### src/design/hsct_pkg.sv
// ----------------------------------------------------------------------------
// hsct_pkg
// Types and constants of the hour-step countdown timer.
// ----------------------------------------------------------------------------
package hsct_pkg;

    localparam logic [2:0] REQ_TICK  = 3'd0;
    localparam logic [2:0] REQ_KEY   = 3'd1;
    localparam logic [2:0] REQ_SET   = 3'd2;
    localparam logic [2:0] REQ_STOP  = 3'd3;
    localparam logic [2:0] REQ_ALIGN = 3'd4;

    localparam logic [2:0] MODE_OFF = 3'd0;
    localparam logic [2:0] MODE_1H  = 3'd1;
    localparam logic [2:0] MODE_2H  = 3'd2;
    localparam logic [2:0] MODE_4H  = 3'd3;
    localparam logic [2:0] MODE_6H  = 3'd4;

    localparam logic [1:0] ION_NORMAL   = 2'd0;
    localparam logic [1:0] ION_SHOWER   = 2'd1;
    localparam logic [1:0] ION_CLOTHING = 2'd2;

    localparam logic [1:0] ACT_NONE   = 2'd0;
    localparam logic [1:0] ACT_POWER  = 2'd1;
    localparam logic [1:0] ACT_REINIT = 2'd2;

    localparam logic [1:0] BEEP_NONE   = 2'd0;
    localparam logic [1:0] BEEP_SINGLE = 2'd1;
    localparam logic [1:0] BEEP_DOUBLE = 2'd2;

    localparam logic [6:0] FINE_RELOAD = 7'd100;
    localparam logic [6:0] STEP_FAST   = 7'd20;
    localparam logic [6:0] STEP_SHOWER = 7'd10;

    localparam logic [7:0] UNITS_1H = 8'd36;
    localparam logic [7:0] UNITS_2H = 8'd72;
    localparam logic [7:0] UNITS_4H = 8'd144;
    localparam logic [7:0] UNITS_6H = 8'd216;

    typedef struct packed {
        logic [2:0] req_type;
        logic [2:0] set_mode;
        logic [1:0] ion_mode;
    } in_t;

    typedef struct packed {
        logic [2:0] timer_mode;
        logic [7:0] coarse_left;
        logic       time_reached;
        logic [1:0] expiry_action;
        logic       save_mode;
        logic [1:0] beep_kind;
    } out_t;

    typedef struct packed {
        logic [6:0] fine_count;
        logic [7:0] coarse_count;
        logic [2:0] mode_now;
    } state_t;

    localparam state_t STATE_RESET = '{fine_count: FINE_RELOAD, coarse_count: 8'd0,
                                       mode_now: MODE_OFF};

    function automatic logic [7:0] preset_units(input logic [2:0] mode);
        logic [7:0] units;
        unique case (mode)
            MODE_1H: units = UNITS_1H;
            MODE_2H: units = UNITS_2H;
            MODE_4H: units = UNITS_4H;
            MODE_6H: units = UNITS_6H;
            default: units = 8'd0;
        endcase
        return units;
    endfunction

    function automatic logic [6:0] round_down_fast(input logic [6:0] fine);
        logic [6:0] r;
        priority if (fine >= 7'd120) r = 7'd120;
        else if (fine >= 7'd100) r = 7'd100;
        else if (fine >= 7'd80) r = 7'd80;
        else if (fine >= 7'd60) r = 7'd60;
        else if (fine >= 7'd40) r = 7'd40;
        else if (fine >= 7'd20) r = 7'd20;
        else r = 7'd0;
        return r;
    endfunction

endpackage

### src/design/hsct_core.sv
// ----------------------------------------------------------------------------
// hsct_core
// Next-state and result logic for one timer request.
// ----------------------------------------------------------------------------
module hsct_core (
    input  hsct_pkg::state_t st,
    input  hsct_pkg::in_t    item,
    input  logic             speed_up,
    output hsct_pkg::state_t st_next,
    output hsct_pkg::out_t   result
);

    logic [6:0] step;
    logic [6:0] fine_sub;
    logic [6:0] fine_round;
    logic [7:0] coarse_dec;
    logic [3:0] mode_inc;
    logic       save_ok;
    logic       reached;
    logic [1:0] action;
    logic       save;
    logic [1:0] beep;

    assign step = !speed_up ? 7'd1 :
                  (item.ion_mode == hsct_pkg::ION_SHOWER) ? hsct_pkg::STEP_SHOWER
                                                          : hsct_pkg::STEP_FAST;
    assign fine_sub   = (st.fine_count > step) ? (st.fine_count - step) : 7'd0;
    assign fine_round = hsct_pkg::round_down_fast(st.fine_count);
    assign coarse_dec = st.coarse_count - 8'd1;
    assign mode_inc   = {1'b0, st.mode_now} + 4'd1;
    assign save_ok    = (item.ion_mode != hsct_pkg::ION_CLOTHING);

    always_comb
    begin
        st_next = st;
        reached = 1'b0;
        action  = hsct_pkg::ACT_NONE;
        save    = 1'b0;
        beep    = hsct_pkg::BEEP_NONE;
        unique case (item.req_type)
            hsct_pkg::REQ_TICK:
            begin
                if (st.fine_count != 7'd0)
                begin
                    if (fine_sub != 7'd0)
                    begin
                        st_next.fine_count = fine_sub;
                    end
                    else
                    begin
                        st_next.fine_count = hsct_pkg::FINE_RELOAD;
                        if (st.coarse_count != 8'd0)
                        begin
                            st_next.coarse_count = coarse_dec;
                            priority if (coarse_dec == hsct_pkg::UNITS_1H)
                            begin
                                st_next.mode_now = hsct_pkg::MODE_1H;
                                save = save_ok;
                            end
                            else if (coarse_dec == hsct_pkg::UNITS_2H)
                            begin
                                st_next.mode_now = hsct_pkg::MODE_2H;
                                save = save_ok;
                            end
                            else if (coarse_dec == hsct_pkg::UNITS_4H)
                            begin
                                st_next.mode_now = hsct_pkg::MODE_4H;
                                save = save_ok;
                            end
                            else if (coarse_dec == 8'd0)
                            begin
                                st_next.mode_now = hsct_pkg::MODE_OFF;
                                reached = 1'b1;
                                action = (item.ion_mode == hsct_pkg::ION_SHOWER) ?
                                         hsct_pkg::ACT_REINIT : hsct_pkg::ACT_POWER;
                                save = save_ok;
                            end
                            else
                            begin
                                save = 1'b0;
                            end
                        end
                        else
                        begin
                            save = save_ok;
                        end
                    end
                end
            end
            hsct_pkg::REQ_KEY:
            begin
                if (mode_inc > {1'b0, hsct_pkg::MODE_6H})
                begin
                    st_next.mode_now = hsct_pkg::MODE_OFF;
                    st_next.coarse_count = 8'd0;
                    beep = hsct_pkg::BEEP_DOUBLE;
                end
                else
                begin
                    st_next.mode_now = mode_inc[2:0];
                    st_next.coarse_count = hsct_pkg::preset_units(mode_inc[2:0]);
                    beep = hsct_pkg::BEEP_SINGLE;
                end
                st_next.fine_count = hsct_pkg::FINE_RELOAD;
                save = 1'b1;
            end
            hsct_pkg::REQ_SET:
            begin
                if (item.set_mode <= hsct_pkg::MODE_6H)
                begin
                    st_next.coarse_count = hsct_pkg::preset_units(item.set_mode);
                    if (item.set_mode != hsct_pkg::MODE_OFF &&
                        item.ion_mode != hsct_pkg::ION_SHOWER)
                    begin
                        st_next.mode_now = item.set_mode;
                    end
                    st_next.fine_count = hsct_pkg::FINE_RELOAD;
                    save = (item.ion_mode == hsct_pkg::ION_NORMAL);
                end
            end
            hsct_pkg::REQ_STOP:
            begin
                st_next.mode_now = hsct_pkg::MODE_OFF;
                st_next.coarse_count = 8'd0;
                st_next.fine_count = hsct_pkg::FINE_RELOAD;
                save = 1'b1;
            end
            hsct_pkg::REQ_ALIGN:
            begin
                if (st.coarse_count != 8'd0)
                begin
                    if (fine_round == 7'd0)
                    begin
                        st_next.fine_count = hsct_pkg::FINE_RELOAD;
                        st_next.coarse_count = coarse_dec;
                    end
                    else
                    begin
                        st_next.fine_count = fine_round;
                    end
                end
            end
            default:
            begin
                st_next = st;
            end
        endcase
    end

    always_comb
    begin
        result.timer_mode    = st_next.mode_now;
        result.coarse_left   = st_next.coarse_count;
        result.time_reached  = reached;
        result.expiry_action = action;
        result.save_mode     = save;
        result.beep_kind     = beep;
    end

endmodule

### src/design/hour_step_countdown_timer.sv
// ----------------------------------------------------------------------------
// hour_step_countdown_timer
// Countdown timer with hour presets, driven by one request per item.
//
//   Channel  | Handshake                 | Payload
//   ---------+---------------------------+--------------------------
//   in       | in_valid / in_ready       | in_data  (hsct_pkg::in_t)
//   out      | out_valid / out_ready     | out_data (hsct_pkg::out_t)
//   cfg      | cfg_valid / cfg_ready     | cfg_data (speed-up enable)
//
// One request is taken every cycle unless the result stalls; a request moves from
// the input register into the result register, where its result becomes valid.
// Reset loads the reload value into the sub-counter and turns the timer off.
// A stalled result holds the input register; in_ready drops only when both
// registers are full and out_ready is low.
// ----------------------------------------------------------------------------
module hour_step_countdown_timer (
    input  logic           clk,
    input  logic           rst_n,
    input  logic           in_valid,
    output logic           in_ready,
    input  hsct_pkg::in_t  in_data,
    output logic           out_valid,
    input  logic           out_ready,
    output hsct_pkg::out_t out_data,
    input  logic           cfg_valid,
    output logic           cfg_ready,
    input  logic           cfg_data
);

    logic             item_valid_reg;
    hsct_pkg::in_t    item_reg;
    hsct_pkg::state_t state_reg;
    hsct_pkg::state_t state_next;
    logic             out_valid_reg;
    hsct_pkg::out_t   out_data_reg;
    hsct_pkg::out_t   result;
    logic             speed_up_reg;
    logic             advance;

    assign advance   = item_valid_reg && (!out_valid_reg || out_ready);
    assign in_ready  = !item_valid_reg || advance;
    assign out_valid = out_valid_reg;
    assign out_data  = out_data_reg;
    assign cfg_ready = 1'b1;

    hsct_core u_core (
        .st       (state_reg),
        .item     (item_reg),
        .speed_up (speed_up_reg),
        .st_next  (state_next),
        .result   (result)
    );

    always_ff @(posedge clk or negedge rst_n)
    begin
        if (!rst_n)
        begin
            item_valid_reg <= 1'b0;
            out_valid_reg  <= 1'b0;
            state_reg      <= hsct_pkg::STATE_RESET;
            speed_up_reg   <= 1'b0;
        end
        else
        begin
            if (in_ready)
            begin
                item_valid_reg <= in_valid;
            end
            if (advance)
            begin
                out_valid_reg <= 1'b1;
                state_reg     <= state_next;
            end
            else if (out_ready)
            begin
                out_valid_reg <= 1'b0;
            end
            if (cfg_valid)
            begin
                speed_up_reg <= cfg_data;
            end
        end
    end

    always_ff @(posedge clk)
    begin
        if (in_valid && in_ready)
        begin
            item_reg <= in_data;
        end
        if (advance)
        begin
            out_data_reg <= result;
        end
    end

endmodule

### config.mk
export PLATFORM = sky130hd
export DESIGN_NAME = hour_step_countdown_timer
export DESIGN_NICKNAME = d
export VERILOG_FILES = /design/src/design/hsct_pkg.sv /design/src/design/hsct_core.sv /design/src/design/hour_step_countdown_timer.sv
export SDC_FILE = /design/constraint.sdc
export NUM_CORES = 1
export LEC_CHECK = 0
export BUFFER_PORTS_ARGS = -buffer_cell sky130_fd_sc_hd__buf_4
export CAP_MARGIN = 15
export CORE_MARGIN = 4
export CORE_UTILIZATION = 38
export CTS_BUF_LIST = sky130_fd_sc_hd__clkbuf_4
export CTS_CLUSTER_DIAMETER = 200
export CTS_CLUSTER_SIZE = 25
export DETAILED_ROUTE_END_ITERATION = 8
export GPL_ROUTABILITY_DRIVEN = 0
export PLACE_DENSITY = 0.57
export REMOVE_ABC_BUFFERS = 1
export SYNTH_ARGS = -nofsm -noshare
export SYNTH_HDL_FRONTEND = slang
export SYNTH_SLANG_ARGS = --single-unit
### constraint.sdc
create_clock -name clk -period 4.6 [get_ports clk]
set_input_delay 0.46 -clock clk [delete_from_list [all_inputs] [get_ports clk]]
set_output_delay 0.46 -clock clk [all_outputs]
set_load 0.02 [all_outputs]
==> key figures, run 1 <==
Timing
  – Total count of max-transition violations in the final report: 0
  – Fin Hold WS: 0.2509 ns
  – Worst Setup Slack, final: 1.046 ns
  – Final setup violation count: 0
  – RSZ-0062 raised after global routing: false
  – Slew at the pin with the worst max-slew slack: 1.020 ns
  – Final Hold Vio Count: 0
  – Relative slew slack: 31.89%
  – TNS Setup: 0 ns
  – Max Clock Skew: 0.01412 ns
  – Minimum period implied by the final worst setup slack: 3.554 ns
  – Achievable Freq: 0.2814 GHz
  – Fin crit share: 77.25%

Run status
  – Outcome: finished, final reports clean

Synthesis
  – YS warnings: 0
  – Mean post-synth cell area: 8.307 um^2
  – Synth Cell Area: 3780 um^2
  – Share of synthesized flip-flops with an asynchronous set or reset: 45.65%
  – Seq/Total Area, Yosys: 33.86%
  – Syn Inst Count: 455
  – Synth Register Bits: 46
  – Number of flops mapped to enable cells by yosys: 25
  – Most used flip-flop cell after synthesis: sky130_fd_sc_hd__edfxtp_1
  – Number of distinct library cells after synthesis: 77

Route
  – Vias after detailed routing: 3655
  – Average vias per placed instance: 6.092
  – Antenna violation net count after detailed routing: 0
  – Wire length reported by the detailed router: 11220 um
  – DRC violation count after routing: 0
  – Routed wire length per instance: 18.70 um
  – Iteration-0 DRC Markers: 407
  – Number of search-and-repair iterations in the first detailed-routing pass: 5

Global routing
  – Pin count of the biggest net entering global routing: 28
  – Combined global-route utilization of all metal layers: 19.63%
  – Wire length of the first global-routing pass: 18070 um
  – Remaining global-route overflow: 0
  – Via count of the first global-routing pass: 3420
  – Antenna violations before repair: 0

Cells and area
  – Area of all placed cells without fillers: 4150 um^2
  – Antenna cells: 0
  – Share of post-route cells with drive strength above 1: 12.85%
  – Net total in the final layout: 493
  – Number of flip-flops in the largest register: 18
  – Area added between synthesis and finish: 9.798%

Setup path
  – Critical path fanouts, max: 9
  – Critical path data required time: 4.75 ns
  – Data arrival at the endpoint of the critical path: 3.70 ns
  – Crit. End Element: flop
  – Type of origin of the critical path: flop
  – Critical path class: reg -> reg

Clock tree
  – Maximum clock path buffer count: 2
  – Maximum level of the CTS H-tree: 2
  – Hold_buf cts: 1
  – Clock input transition at the sequential cells of the worst setup and hold paths: 0.16 ns
  – Insertion delay of the later-clocked pin in the worst-skew pair: 0.38 ns
  – Num CTS Buffers: 5
  – # Post-CTS Setup Buffers: 0
  – Root Buffer Master: sky130_fd_sc_hd__clkbuf_4
  – TritonCTS clock tree: yes
  – Number of clock sinks: 46
  – Gates resized, CTS repair: 0

Die
  – # IOs: 34
  – Row Count: 36
  – Placeable core region: 9729 um^2
  – Initial cell density of the core: 38.85%
  – Height of the die: 107.7 um
  – Overall die width: 107.7 um
  – DIE AREA: 11610 um^2

Pwr
  – Peak supply drop: 164.0 uV
  – Total power per unit cell area: 493.9 nW/um^2
  – Static Leak: 1.506 nW

Placement
  – Worst setup slack before clock tree synthesis: 1.136 ns
  – Standard cell area after detailed placement: 4059 um^2
  – Detailed placer's ending HPWL: 8198 um
  – Port-buffer cells: 32

Hold path
  – Type of the worst min-delay path: in -> reg

Run
  – Max cap viols: 0
layout make-up:
cell class	instances	area, um^2
Clock buffer	5	37.54
Clock inverter	3	43.79
Fill cell	1009	5579
Inverter	15	56.30
Multi-Input combinational cell	362	2293
Sequential cell	46	1280
Tap cell	133	166.4
Timing Repair Buffer	36	272.8
final timing paths:
| check | startpoint | endpoint | slack, ns | cells past startpoint |
|---|---|---|---|---|
| setup / recovery | item_reg[1] | out_data[15] | 1.05 | 10 |
| hold / removal | in_data[1] | item_reg[1] | 0.25 | 1 |
| setup reg to reg | item_reg[1] | out_data[15] | 1.05 | 10 |
| hold reg to reg | item_valid_reg | out_valid | 0.50 | 1 |
| max in group asynchronous | rst_n | state_reg[13] | 3.78 | 2 |
| min in group asynchronous | rst_n | state_reg[8] | 0.50 | 2 |
logic make-up after synthesis:
kind of cell	Yosys count	synth area share, %
buffers and inverters	47	5.462
AND/OR/NAND/NOR	177	24.59
multiplexers	1	0.2648
adder cells (fa/ha/maj)	14	4.767
AO/OA/AOI/OAI	150	26.55
XOR/XNOR	19	4.403
flip-flops	46	33.86
other	1	0.09921
critical path, cell delays in order, from the launching register on:
cell and delay, ns:
sky130_fd_sc_hd__edfxtp_1 0.45, sky130_fd_sc_hd__nor2b_1 0.35, sky130_fd_sc_hd__nand2_1 0.18, sky130_fd_sc_hd__ha_1 0.39
sky130_fd_sc_hd__a21oi_2 0.23, sky130_fd_sc_hd__a211o_1 0.16, sky130_fd_sc_hd__o311ai_2 0.11, sky130_fd_sc_hd__a41oi_1 0.76
sky130_fd_sc_hd__nor2_1 0.28, sky130_fd_sc_hd__a311oi_1 0.35, sky130_fd_sc_hd__a21oi_1 0.07
per-layer routing:
| layer | part of all wire (%) | global-route usage [%] | vias up |
|---|---|---|---|
| li1 | - | - | 1728 |
| met1 | 45 | 27.81 | 1750 |
| met2 | 46 | 31.17 | 164 |
| met3 | 7.9 | 3.239 | 13 |
| met4 | 1.5 | 4.779 | 0 |
| met5 | 0 | 0 | - |
synthesized netlist by cell type, types with 3 or more instances:
library cell | count | share of area [%]
sky130_fd_sc_hd__o21a_1 | 5 | 0.99
sky130_fd_sc_hd__nor3b_1 | 6 | 1.2
sky130_fd_sc_hd__nand3b_1 | 3 | 0.60
sky130_fd_sc_hd__edfxtp_1 | 25 | 20
sky130_fd_sc_hd__ha_1 | 12 | 4.0
sky130_fd_sc_hd__o32ai_1 | 3 | 0.70
sky130_fd_sc_hd__nand2b_1 | 8 | 1.3
sky130_fd_sc_hd__xor2_1 | 4 | 0.93
sky130_fd_sc_hd__dfstp_2 | 3 | 2.1
sky130_fd_sc_hd__a31oi_1 | 15 | 2.5
sky130_fd_sc_hd__xnor2_1 | 15 | 3.5
sky130_fd_sc_hd__a22oi_1 | 3 | 0.60
sky130_fd_sc_hd__dfrtp_1 | 18 | 12
sky130_fd_sc_hd__or3_1 | 4 | 0.66
sky130_fd_sc_hd__buf_2 | 15 | 2.0
sky130_fd_sc_hd__a21oi_1 | 30 | 4.0
sky130_fd_sc_hd__nor4_1 | 5 | 0.83
sky130_fd_sc_hd__clkbuf_1 | 13 | 1.3
sky130_fd_sc_hd__nor3_1 | 17 | 2.3
sky130_fd_sc_hd__a21o_1 | 4 | 0.79
sky130_fd_sc_hd__nand2_1 | 34 | 3.4
sky130_fd_sc_hd__o221ai_1 | 7 | 1.6
sky130_fd_sc_hd__o22ai_1 | 5 | 0.83
sky130_fd_sc_hd__inv_1 | 14 | 1.4
sky130_fd_sc_hd__o21ai_0 | 24 | 3.2
sky130_fd_sc_hd__and2_1 | 6 | 0.99
sky130_fd_sc_hd__a211oi_1 | 4 | 0.79
sky130_fd_sc_hd__a311oi_1 | 3 | 0.70
sky130_fd_sc_hd__o31ai_1 | 3 | 0.60
sky130_fd_sc_hd__nand3_1 | 23 | 3.0
sky130_fd_sc_hd__o21ai_1 | 11 | 1.5
sky130_fd_sc_hd__nor2_1 | 40 | 4.0
sky130_fd_sc_hd__o31a_1 | 4 | 0.93
sky130_fd_sc_hd__nor2b_1 | 9 | 1.5
sky130_fd_sc_hd__o211ai_1 | 4 | 0.79
placed cells by master, fill, tap and decap left out, drive strengths merged, types with 5 or more instances in the layout:
| cell | Yosys | routed |
|---|---|---|
| o221ai | 7 | 7 |
| nand2 | 35 | 35 |
| nor2b | 9 | 9 |
| edfxtp | 25 | 25 |
| o22ai | 5 | 5 |
| a31oi | 15 | 15 |
| inv | 15 | 16 |
| nand3 | 23 | 23 |
| buf | 19 | 35 |
| xnor2 | 15 | 15 |
| nor3b | 7 | 7 |
| a21oi | 31 | 31 |
| o21a | 5 | 5 |
| nand2b | 8 | 8 |
| o21ai | 36 | 36 |
| ha | 12 | 12 |
| clkbuf | 13 | 5 |
| nor3 | 18 | 18 |
| nor4 | 7 | 7 |
| dfrtp | 18 | 18 |
| and2 | 6 | 6 |
| nor2 | 42 | 42 |
per-stage QoR:
stage	std cells	util, %	power [mW]
CTS	600	42.66	2.034
finish	600	42.66	2.050
detailed placement	591	41.72	1.763
global placement	591	41.72	1.754
floorplan	423	-	1.444
global route	600	42.66	2.201
power by group:
group | switching (mW) | total, mW | leakage, nW | internal, mW
Combinational | 0.643 | 1.05 | 0.962 | 0.412
Clock | 0.148 | 0.263 | 0.0456 | 0.116
Sequential | 0.201 | 0.731 | 0.499 | 0.531
Total | 0.991 | 2.05 | 1.51 | 1.06
Note: power is estimated with default switching activity, not from simulation.
==> run 2: changes to the inputs <==
- ABC_AREA: not set -> 1
- clock period: 4.6 -> 3.3 ns (I/O delays scaled with it)
==> run 2 against run 1 <==
Critical path depth increased by 4; non-clock buffer count decreased by 1; fmax increased by 19%; highest routed layer unchanged; clock power increased by 38%; via count decreased by 6.8%; final cell count increased by 6.5%; flip-flop and latch count unchanged; die area decreased by 8.3%; area after synthesis decreased by 8.9%; cell area decreased by 5.7%; critical endpoint is now out_data[6]; sequential share of layout area increased by 1.9 points.
==> key figures, run 2 <==
Route
  – Wire length reported by the detailed router: 9587 um (was 11220 um)
  – DRC violation count after routing: 0 (unchanged)
  – Number of search-and-repair iterations in the first detailed-routing pass: 5 (unchanged)
  – Antenna violation net count after detailed routing: 0 (unchanged)
  – Routed wire length per instance: 15.00 um (was 18.70 um)
  – Average vias per placed instance: 5.332 (was 6.092)
  – Iteration-0 DRC Markers: 273 (was 407)
  – Vias after detailed routing: 3407 (was 3655)

Cells and area
  – Area of all placed cells without fillers: 3914 um^2 (was 4150 um^2)
  – Sequential standard cell area: 1280 um^2 (unchanged)
  – Filler Cells Inserted: 874 (was 1009)
  – Net total in the final layout: 557 (was 493)
  – Number of flip-flops in the largest register: 18 (unchanged)
  – Leading cell types in the layout, fill and taps excluded: sky130_fd_sc_hd__nand2_1 (154), sky130_fd_sc_hd__inv_1 (64), sky130_fd_sc_hd__nor2_1 (47), sky130_fd_sc_hd__nand3_1 (41), sky130_fd_sc_hd__buf_4 (34) (was sky130_fd_sc_hd__nor2_1 (40), sky130_fd_sc_hd__buf_4 (35), sky130_fd_sc_hd__nand2_1 (34), sky130_fd_sc_hd__a21oi_1 (30), sky130_fd_sc_hd__edfxtp_1 (25))
  – Share of post-route cells with drive strength above 1: 13.56% (was 12.85%)
  – Area added between synthesis and finish: 13.66% (was 9.798%)
  – Antenna cells: 0 (unchanged)
  – Core Util, Final: 44.66% (was 42.66%)
  – Area of the multi-input gates: 1888 um^2 (was 2293 um^2)
  – Most frequent standard cell in the layout excluding fill and tap cells: sky130_fd_sc_hd__nand2_1 (was sky130_fd_sc_hd__nor2_1)

Timing
  – Minimum period implied by the final worst setup slack: 2.979 ns (was 3.554 ns)
  – Worst Setup Slack, final: 0.3207 ns (was 1.046 ns)
  – Final setup violation count: 0 (unchanged)
  – RSZ-0062 raised after global routing: false (unchanged)
  – Max Clock Skew: 0.01581 ns (was 0.01412 ns)
  – Total count of max-transition violations in the final report: 0 (unchanged)
  – Achievable Freq: 0.3356 GHz (was 0.2814 GHz)
  – Relative slew slack: 59.77% (was 31.89%)
  – Fin crit share: 90.28% (was 77.25%)
  – Slew at the pin with the worst max-slew slack: 0.5979 ns (was 1.020 ns)
  – Final Hold Vio Count: 0 (unchanged)
  – TNS Setup: 0 ns (unchanged)

Run status
  – Outcome: finished, final reports clean (unchanged)

Clock tree
  – Maximum level of the CTS H-tree: 2 (unchanged)
  – Insertion delay of the later-clocked pin in the worst-skew pair: 0.37 ns (was 0.38 ns)
  – # Post-CTS Setup Buffers: 0 (unchanged)
  – Root Buffer Master: sky130_fd_sc_hd__clkbuf_4 (unchanged)
  – Maximum clock path buffer count: 2 (unchanged)
  – Number of clock sinks: 46 (unchanged)
  – TritonCTS clock tree: yes (unchanged)
  – Clock input transition at the sequential cells of the worst setup and hold paths: 0.15 ns (was 0.16 ns)
  – Num CTS Buffers: 5 (unchanged)

Setup path
  – Crit. End Element: flop (unchanged)
  – Type of origin of the critical path: flop (unchanged)
  – Startpoint of the worst-slack reg-to-reg timing path: item_reg[1] (unchanged)
  – Data arrival at the endpoint of the critical path: 3.12 ns (was 3.70 ns)
  – End of the worst register-to-register path: out_data[6] (was out_data[15])
  – Reg2Reg Depth: 14 (was 10)
  – Slowest Stage Delay on Critical Path: 0.45 ns (was 0.76 ns)
  – Sequence of cells on the critical path: nor2_2, inv_1, nand2_1, ha_1, a21oi_1, and2_1, nand2_2, nand3_1, nand2_1, nor2_4, nand3_4, xor2_1, a21oi_1, nand2_1 (was nor2b_1, nand2_1, ha_1, a21oi_2, a211o_1, o311ai_2, a41oi_1, nor2_1, a311oi_1, a21oi_1)
  – Critical path fanouts, max: 10 (was 9)
  – Critical path data required time: 3.44 ns (was 4.75 ns)
  – Critical path class: reg -> reg (unchanged)
  – Worst setup path endpoint: out_data[6] (was out_data[15])
  – Slowest stage cell on the critical path: sky130_fd_sc_hd__edfxtp_1 (was sky130_fd_sc_hd__a41oi_1)
  – Register-to-register setup slack: 0.32 ns (was 1.05 ns)
  – Cell mode on critical path: sky130_fd_sc_hd__nand2_1
  – Crit. Startpoint: item_reg[1] (unchanged)

Synthesis
  – Seq/Total Area, Yosys: 37.17% (was 33.86%)
  – Adder-cell share of the synthesized area: 4.942% (was 4.767%)
  – Synth Register Bits: 46 (unchanged)
  – Syn Inst Count: 493 (was 455)
  – Leading cell types by count after synthesis: sky130_fd_sc_hd__nand2_1 (154), sky130_fd_sc_hd__inv_1 (64), sky130_fd_sc_hd__nor2_1 (48), sky130_fd_sc_hd__nand3_1 (41), sky130_fd_sc_hd__a21oi_1 (29) (was sky130_fd_sc_hd__nor2_1 (40), sky130_fd_sc_hd__nand2_1 (34), sky130_fd_sc_hd__a21oi_1 (30), sky130_fd_sc_hd__edfxtp_1 (25), sky130_fd_sc_hd__o21ai_0 (24))
  – Compound-gate portion of the synthesized area: 12.54% (was 26.55%)
  – Number of distinct library cells after synthesis: 45 (was 77)
  – XOR/XNOR share of the synthesized area: 0.7631% (was 4.403%)
  – Largest family of logic cells by synthesized area: simple AND/OR/NAND/NOR gates (was compound AO/OA/AOI/OAI gates)
  – Simple logic cell fraction of the synthesized area: 35.50% (was 24.59%)
  – Most frequent cell after synthesis: sky130_fd_sc_hd__nand2_1 (was sky130_fd_sc_hd__nor2_1)
  – Synth Cell Area: 3443 um^2 (was 3780 um^2)
  – Fraction of synthesized cell area taken by the top area cell type: 21.80% (was 19.86%)
  – YS warnings: 0 (unchanged)
  – Most used flip-flop cell after synthesis: sky130_fd_sc_hd__edfxtp_1 (unchanged)
  – Library cell occupying the most area in the post-synthesis netlist: sky130_fd_sc_hd__edfxtp_1 (unchanged)
  – Proportion of synthesized area in mux cells: 0.6541% (was 0.2648%)
  – Number of flops mapped to enable cells by yosys: 25 (unchanged)
  – Area contributors post-synth: sky130_fd_sc_hd__edfxtp_1 (22%), sky130_fd_sc_hd__nand2_1 (17%), sky130_fd_sc_hd__dfrtp_1 (13%) (was sky130_fd_sc_hd__edfxtp_1 (20%), sky130_fd_sc_hd__dfrtp_1 (12%), sky130_fd_sc_hd__a21oi_1 (4.0%))
  – Share of synthesized flip-flops with an asynchronous set or reset: 45.65% (unchanged)
  – Mean post-synth cell area: 6.984 um^2 (was 8.307 um^2)

Die
  – Height of the die: 103.2 um (was 107.7 um)
  – Row Count: 34 (was 36)
  – Placeable core region: 8763 um^2 (was 9729 um^2)
  – # IOs: 34 (unchanged)
  – Initial cell density of the core: 39.29% (was 38.85%)
  – DIE AREA: 10650 um^2 (was 11610 um^2)
  – Overall die width: 103.2 um (was 107.7 um)

Run
  – Max cap viols: 0 (unchanged)

Global routing
  – Combined global-route utilization of all metal layers: 18.16% (was 19.63%)
  – Via count of the first global-routing pass: 3066 (was 3420)
  – Pin count of the biggest net entering global routing: 27 (was 28)
  – Remaining global-route overflow: 0 (unchanged)
  – Antenna violations before repair: 0 (unchanged)
  – Wire length of the first global-routing pass: 15130 um (was 18070 um)

Hold path
  – Type of the worst min-delay path: in -> reg (unchanged)

Placement
  – Port-buffer cells: 32 (unchanged)
  – Worst setup slack before clock tree synthesis: 0.2807 ns (was 1.136 ns)
  – Standard cell area after detailed placement: 3810 um^2 (was 4059 um^2)
  – Detailed placer's ending HPWL: 7317 um (was 8198 um)

Pwr
  – Static Leak: 1.967 nW (was 1.506 nW)
  – Peak supply drop: 497.4 uV (was 164.0 uV)
  – Total power per unit cell area: 819.2 nW/um^2 (was 493.9 nW/um^2)
[run 2: changes by cell type after synthesis, moves of 11 or more]
| cell | change |
|---|---|
| sky130_fd_sc_hd__nand3_1 | +18 |
| sky130_fd_sc_hd__inv_1 | +50 |
| sky130_fd_sc_hd__xnor2_1 | -15 |
| sky130_fd_sc_hd__nand2_1 | +120 |
| sky130_fd_sc_hd__nor3_1 | -14 |
| sky130_fd_sc_hd__buf_2 | -14 |
| sky130_fd_sc_hd__a31oi_1 | -13 |
| sky130_fd_sc_hd__clkbuf_1 | -11 |
[run 2: worst min-delay path by stage]
| stage | start | end | slack, ns | cells past startpoint |
|---|---|---|---|---|
| 6_report | in_data[2] | item_reg[2] | 0.14 | 1 |
| 5_1_grt | in_data[6] | item_reg[6] | 0.12 | 1 |
| 4_1_cts | in_data[2] | item_reg[2] | 0.13 | 1 |
| 3_5_place_dp | rst_n | state_reg[9] | 0.26 | 1 |
| 3_3_place_gp | rst_n | state_reg[9] | 0.26 | 1 |
| 2_1_floorplan | rst_n | item_valid_reg | 0.03 | 0 |
[run 2: worst max-delay path: cells and delay by family, from the launching register on]
kind / cells / cell delay, ns
buf+inv: 1 / 0.12
simple gates: 9 / 1.32
flops: 1 / 0.45
compound gates: 2 / 0.40
xor+xnor: 1 / 0.17
fa+ha+maj: 1 / 0.28
[run 2: area by class of cell]
| class | instances | share of cell area, % |
|---|---|---|
| clock inverter | 2 | 0.9591 |
| inverter | 70 | 6.714 |
| sequential | 46 | 32.70 |
| multi-input combinational | 372 | 48.24 |
| timing repair buffer | 35 | 6.777 |
| clock buffer | 6 | 1.151 |
| tap | 108 | 3.453 |
[run 2: cells by family after synthesis]
kind of cell / Yosys count
fa+ha+maj: 13
flops: 46
other cells: 1
simple gates: 277
compound gates: 76
buf+inv: 75
mux: 2
xor+xnor: 3
[run 2: per-stage QoR]
| stage | cells | hold WS (ns) | power (mW) |
|---|---|---|---|
| 3_3_place_gp | 630 | 0.2608 | 2.796 |
| 2_1_floorplan | 488 | 0.03441 | 2.329 |
| 6_report | 639 | 0.1363 | 3.206 |
| 4_1_cts | 639 | 0.1312 | 3.169 |
| 3_5_place_dp | 630 | 0.2606 | 2.802 |
| 5_1_grt | 639 | 0.1155 | 3.512 |
[run 2: repair_timing]
action | in CTS | in global routing
endpoints found under the setup margin | 0 | 14
hold buffers | 1 | 0
endpoints found under the hold margin | 18 | 0
gates resized for setup | 0 | 2
[run 2: report_power, final]
part / switching, mW / total [mW] / internal, mW
Combinational: 1.31 / 1.91 / 0.599
Sequential: 0.155 / 0.929 / 0.774
Clock: 0.195 / 0.363 / 0.168
Total: 1.66 / 3.21 / 1.54
[run 2: per-layer routing]
metal,up-vias,track usage (%),share of wire [%]
met2,141,29.01,46
met3,14,3.085,6.7
li1,1697,-,-
met1,1555,25.77,46
met4,0,4.183,1.7
met5,-,0,0
==> run 3: changes to the inputs <==
- GPL_ROUTABILITY_DRIVEN: 0 -> not set
- clock period: 3.3 -> 3.1 ns (I/O delays scaled with it)
==> run 3 against run 2 <==
Non-clock buffer count rose by 3; clock power shrank 14%; clock skew decreased by 0.00061 ns; clock-buffer cell count down 1; critical endpoint is now out_data[12]; largest cell class unchanged; sequential share of layout area is essentially flat; critical path type unchanged; highest routed layer unchanged; core utilization barely moved; global-route usage grew 0.97 points; die area unchanged.
==> key figures, run 3 (synthesis results as in run 2) <==
Die
  – Overall die width: 103.2 um (unchanged)
  – Row Count: 34 (unchanged)
  – Height of the die: 103.2 um (unchanged)
  – Placeable core region: 8763 um^2 (unchanged)
  – # IOs: 34 (unchanged)
  – Initial cell density of the core: 39.29% (unchanged)
  – DIE AREA: 10650 um^2 (unchanged)

Setup path
  – Critical path fanouts, max: 7 (was 10)
  – Critical path data required time: 3.32 ns (was 3.44 ns)
  – Largest delay contributor family on the critical path: simple AND/OR/NAND/NOR gates (unchanged)
  – Cell mode on critical path: sky130_fd_sc_hd__nand2_1 (unchanged)
  – Slowest Stage Delay on Critical Path: 0.49 ns (was 0.45 ns)
  – Type of origin of the critical path: flop (unchanged)
  – Sequence of cells on the critical path: nor2_4, inv_1, nand2_1, ha_1, a21oi_1, and2_1, nand2_2, nand3_1, nand2_1, nor2_4, buf_4, nand4_1, nand2_1, nand2_1, a22oi_1 (was nor2_2, inv_1, nand2_1, ha_1, a21oi_1, and2_1, nand2_2, nand3_1, nand2_1, nor2_4, nand3_4, xor2_1, a21oi_1, nand2_1)
  – Data arrival at the endpoint of the critical path: 3.07 ns (was 3.12 ns)
  – Crit. End Element: flop (unchanged)
  – Register-to-register setup slack: 0.26 ns (was 0.32 ns)
  – Critical path class: reg -> reg (unchanged)
  – Total buffers and inverters traversed by the critical path: 2 (was 1)
  – Slowest stage cell on the critical path: sky130_fd_sc_hd__edfxtp_1 (unchanged)

Timing
  – TNS Setup: 0 ns (unchanged)
  – RSZ-0062 raised after global routing: false (unchanged)
  – Fin crit share: 91.71% (was 90.28%)
  – Final setup violation count: 0 (unchanged)
  – Max Clock Skew: 0.01520 ns (was 0.01581 ns)
  – Minimum period implied by the final worst setup slack: 2.843 ns (was 2.979 ns)
  – Fin Hold WS: 0.09999 ns (was 0.1363 ns)
  – Relative slew slack: 62.12% (was 59.77%)
  – Worst Setup Slack, final: 0.2570 ns (was 0.3207 ns)
  – Achievable Freq: 0.3517 GHz (was 0.3356 GHz)
  – Slew at the pin with the worst max-slew slack: 0.5630 ns (was 0.5979 ns)
  – Total count of max-transition violations in the final report: 0 (unchanged)
  – Final Hold Vio Count: 0 (unchanged)

Pwr
  – Total power: 3.420 mW (was 3.206 mW)
  – Peak supply drop: 513.9 uV (was 497.4 uV)
  – Static Leak: 1.973 nW (was 1.967 nW)
  – Total power per unit cell area: 873.1 nW/um^2 (was 819.2 nW/um^2)

Global routing
  – Via count of the first global-routing pass: 3148 (was 3066)
  – Wire length of the first global-routing pass: 15870 um (was 15130 um)
  – Remaining global-route overflow: 0 (unchanged)
  – Antenna violations before repair: 0 (unchanged)
  – Pin count of the biggest net entering global routing: 27 (unchanged)
  – Combined global-route utilization of all metal layers: 19.13% (was 18.16%)

Clock tree
  – Maximum clock path buffer count: 2 (unchanged)
  – Insertion delay of the later-clocked pin in the worst-skew pair: 0.38 ns (was 0.37 ns)
  – Maximum level of the CTS H-tree: 2 (unchanged)
  – Clock input transition at the sequential cells of the worst setup and hold paths: 0.15 ns (about the same)
  – Num CTS Buffers: 5 (unchanged)
  – Number of clock sinks: 46 (unchanged)
  – Root Buffer Master: sky130_fd_sc_hd__clkbuf_4 (unchanged)
  – TritonCTS clock tree: yes (unchanged)

Cells and area
  – Area added between synthesis and finish: 13.77% (was 13.66%)
  – Sequential standard cell area: 1280 um^2 (unchanged)
  – Leading cell types in the layout, fill and taps excluded: sky130_fd_sc_hd__nand2_1 (154), sky130_fd_sc_hd__inv_1 (64), sky130_fd_sc_hd__nor2_1 (47), sky130_fd_sc_hd__nand3_1 (41), sky130_fd_sc_hd__buf_4 (37) (was sky130_fd_sc_hd__nand2_1 (154), sky130_fd_sc_hd__inv_1 (64), sky130_fd_sc_hd__nor2_1 (47), sky130_fd_sc_hd__nand3_1 (41), sky130_fd_sc_hd__buf_4 (34))
  – Most frequent standard cell in the layout excluding fill and tap cells: sky130_fd_sc_hd__nand2_1 (unchanged)
  – Antenna cells: 0 (unchanged)
  – Area of all placed cells without fillers: 3918 um^2 (was 3914 um^2)
  – Share of post-route cells with drive strength above 1: 14.04% (was 13.56%)
  – Net total in the final layout: 560 (was 557)
  – Number of flip-flops in the largest register: 18 (unchanged)
  – Filler Cells Inserted: 908 (was 874)
  – Area of the multi-input gates: 1893 um^2 (was 1888 um^2)

Placement
  – Routability congestion estimate: 0.9456
  – Worst setup slack before clock tree synthesis: 0.04451 ns (was 0.2807 ns)
  – Standard cell area after detailed placement: 3817 um^2 (was 3810 um^2)
  – Detailed placer's ending HPWL: 7432 um (was 7317 um)
  – Port-buffer cells: 32 (unchanged)

Run
  – Max cap viols: 0 (unchanged)

Route
  – Wire length reported by the detailed router: 9750 um (was 9587 um)
  – Iteration-0 DRC Markers: 289 (was 273)
  – Number of search-and-repair iterations in the first detailed-routing pass: 5 (unchanged)
  – DRC violation count after routing: 0 (unchanged)
  – Antenna violation net count after detailed routing: 0 (unchanged)
  – Vias after detailed routing: 3402 (was 3407)
  – Routed wire length per instance: 15.19 um (was 15.00 um)
  – Average vias per placed instance: 5.299 (was 5.332)

Run status
  – Outcome: finished, final reports clean (unchanged)

Hold path
  – Type of the worst min-delay path: in -> reg (unchanged)
-- run 3: path summary, 6_finish.rpt --
path / start / end / cells after the start
min in group asynchronous: rst_n / state_reg[3] / 2
setup reg to reg: item_reg[1] / out_data[12] / 15
setup / recovery: item_reg[1] / out_data[12] / 15
hold / removal: in_data[0] / item_reg[0] / 1
hold reg to reg: state_reg[2] / state_reg[2] / 2
max in group asynchronous: rst_n / state_reg[13] / 2
-- run 3: final cells by class --
| class | count | share of cell area, % |
|---|---|---|
| clock buffer | 5 | 0.9582 |
| clock inverter | 3 | 0.5430 |
| timing repair buffer | 38 | 7.346 |
| inverter | 70 | 6.707 |
| tap | 108 | 3.449 |
| multi-input combinational | 372 | 48.32 |
| sequential | 46 | 32.67 |
-- run 3: report_power, final --
part | switching [mW] | leakage (nW) | internal [mW]
logic | 1.42 | 1.44 | 0.698
clock network | 0.223 | 0.0312 | 0.0887
registers | 0.166 | 0.501 | 0.824
total | 1.81 | 1.97 | 1.61
-- run 3: metal layers --
metal,vias to the layer above,GRT usage [%],wire [um]
li1,1704,-,-
met1,1552,27.29,4507
met2,130,30.14,4517
met3,16,2.951,554
met4,0,5.478,171
met5,-,0,0
-- run 3: timing repair --
action,in CTS,in global routing
hold buffers,1,0
endpoints found under the setup margin,0,28
hold endpoints to repair,18,0
setup buffers,0,2
resized for setup,0,3
-- run 3: metrics by stage --
stage                     util [%]  cells
after global placement       43.56    631
final                        44.70    642
after global routing         44.70    642
after CTS                    44.35    640
after floorplan                  -    488
after detailed placement     43.56    631
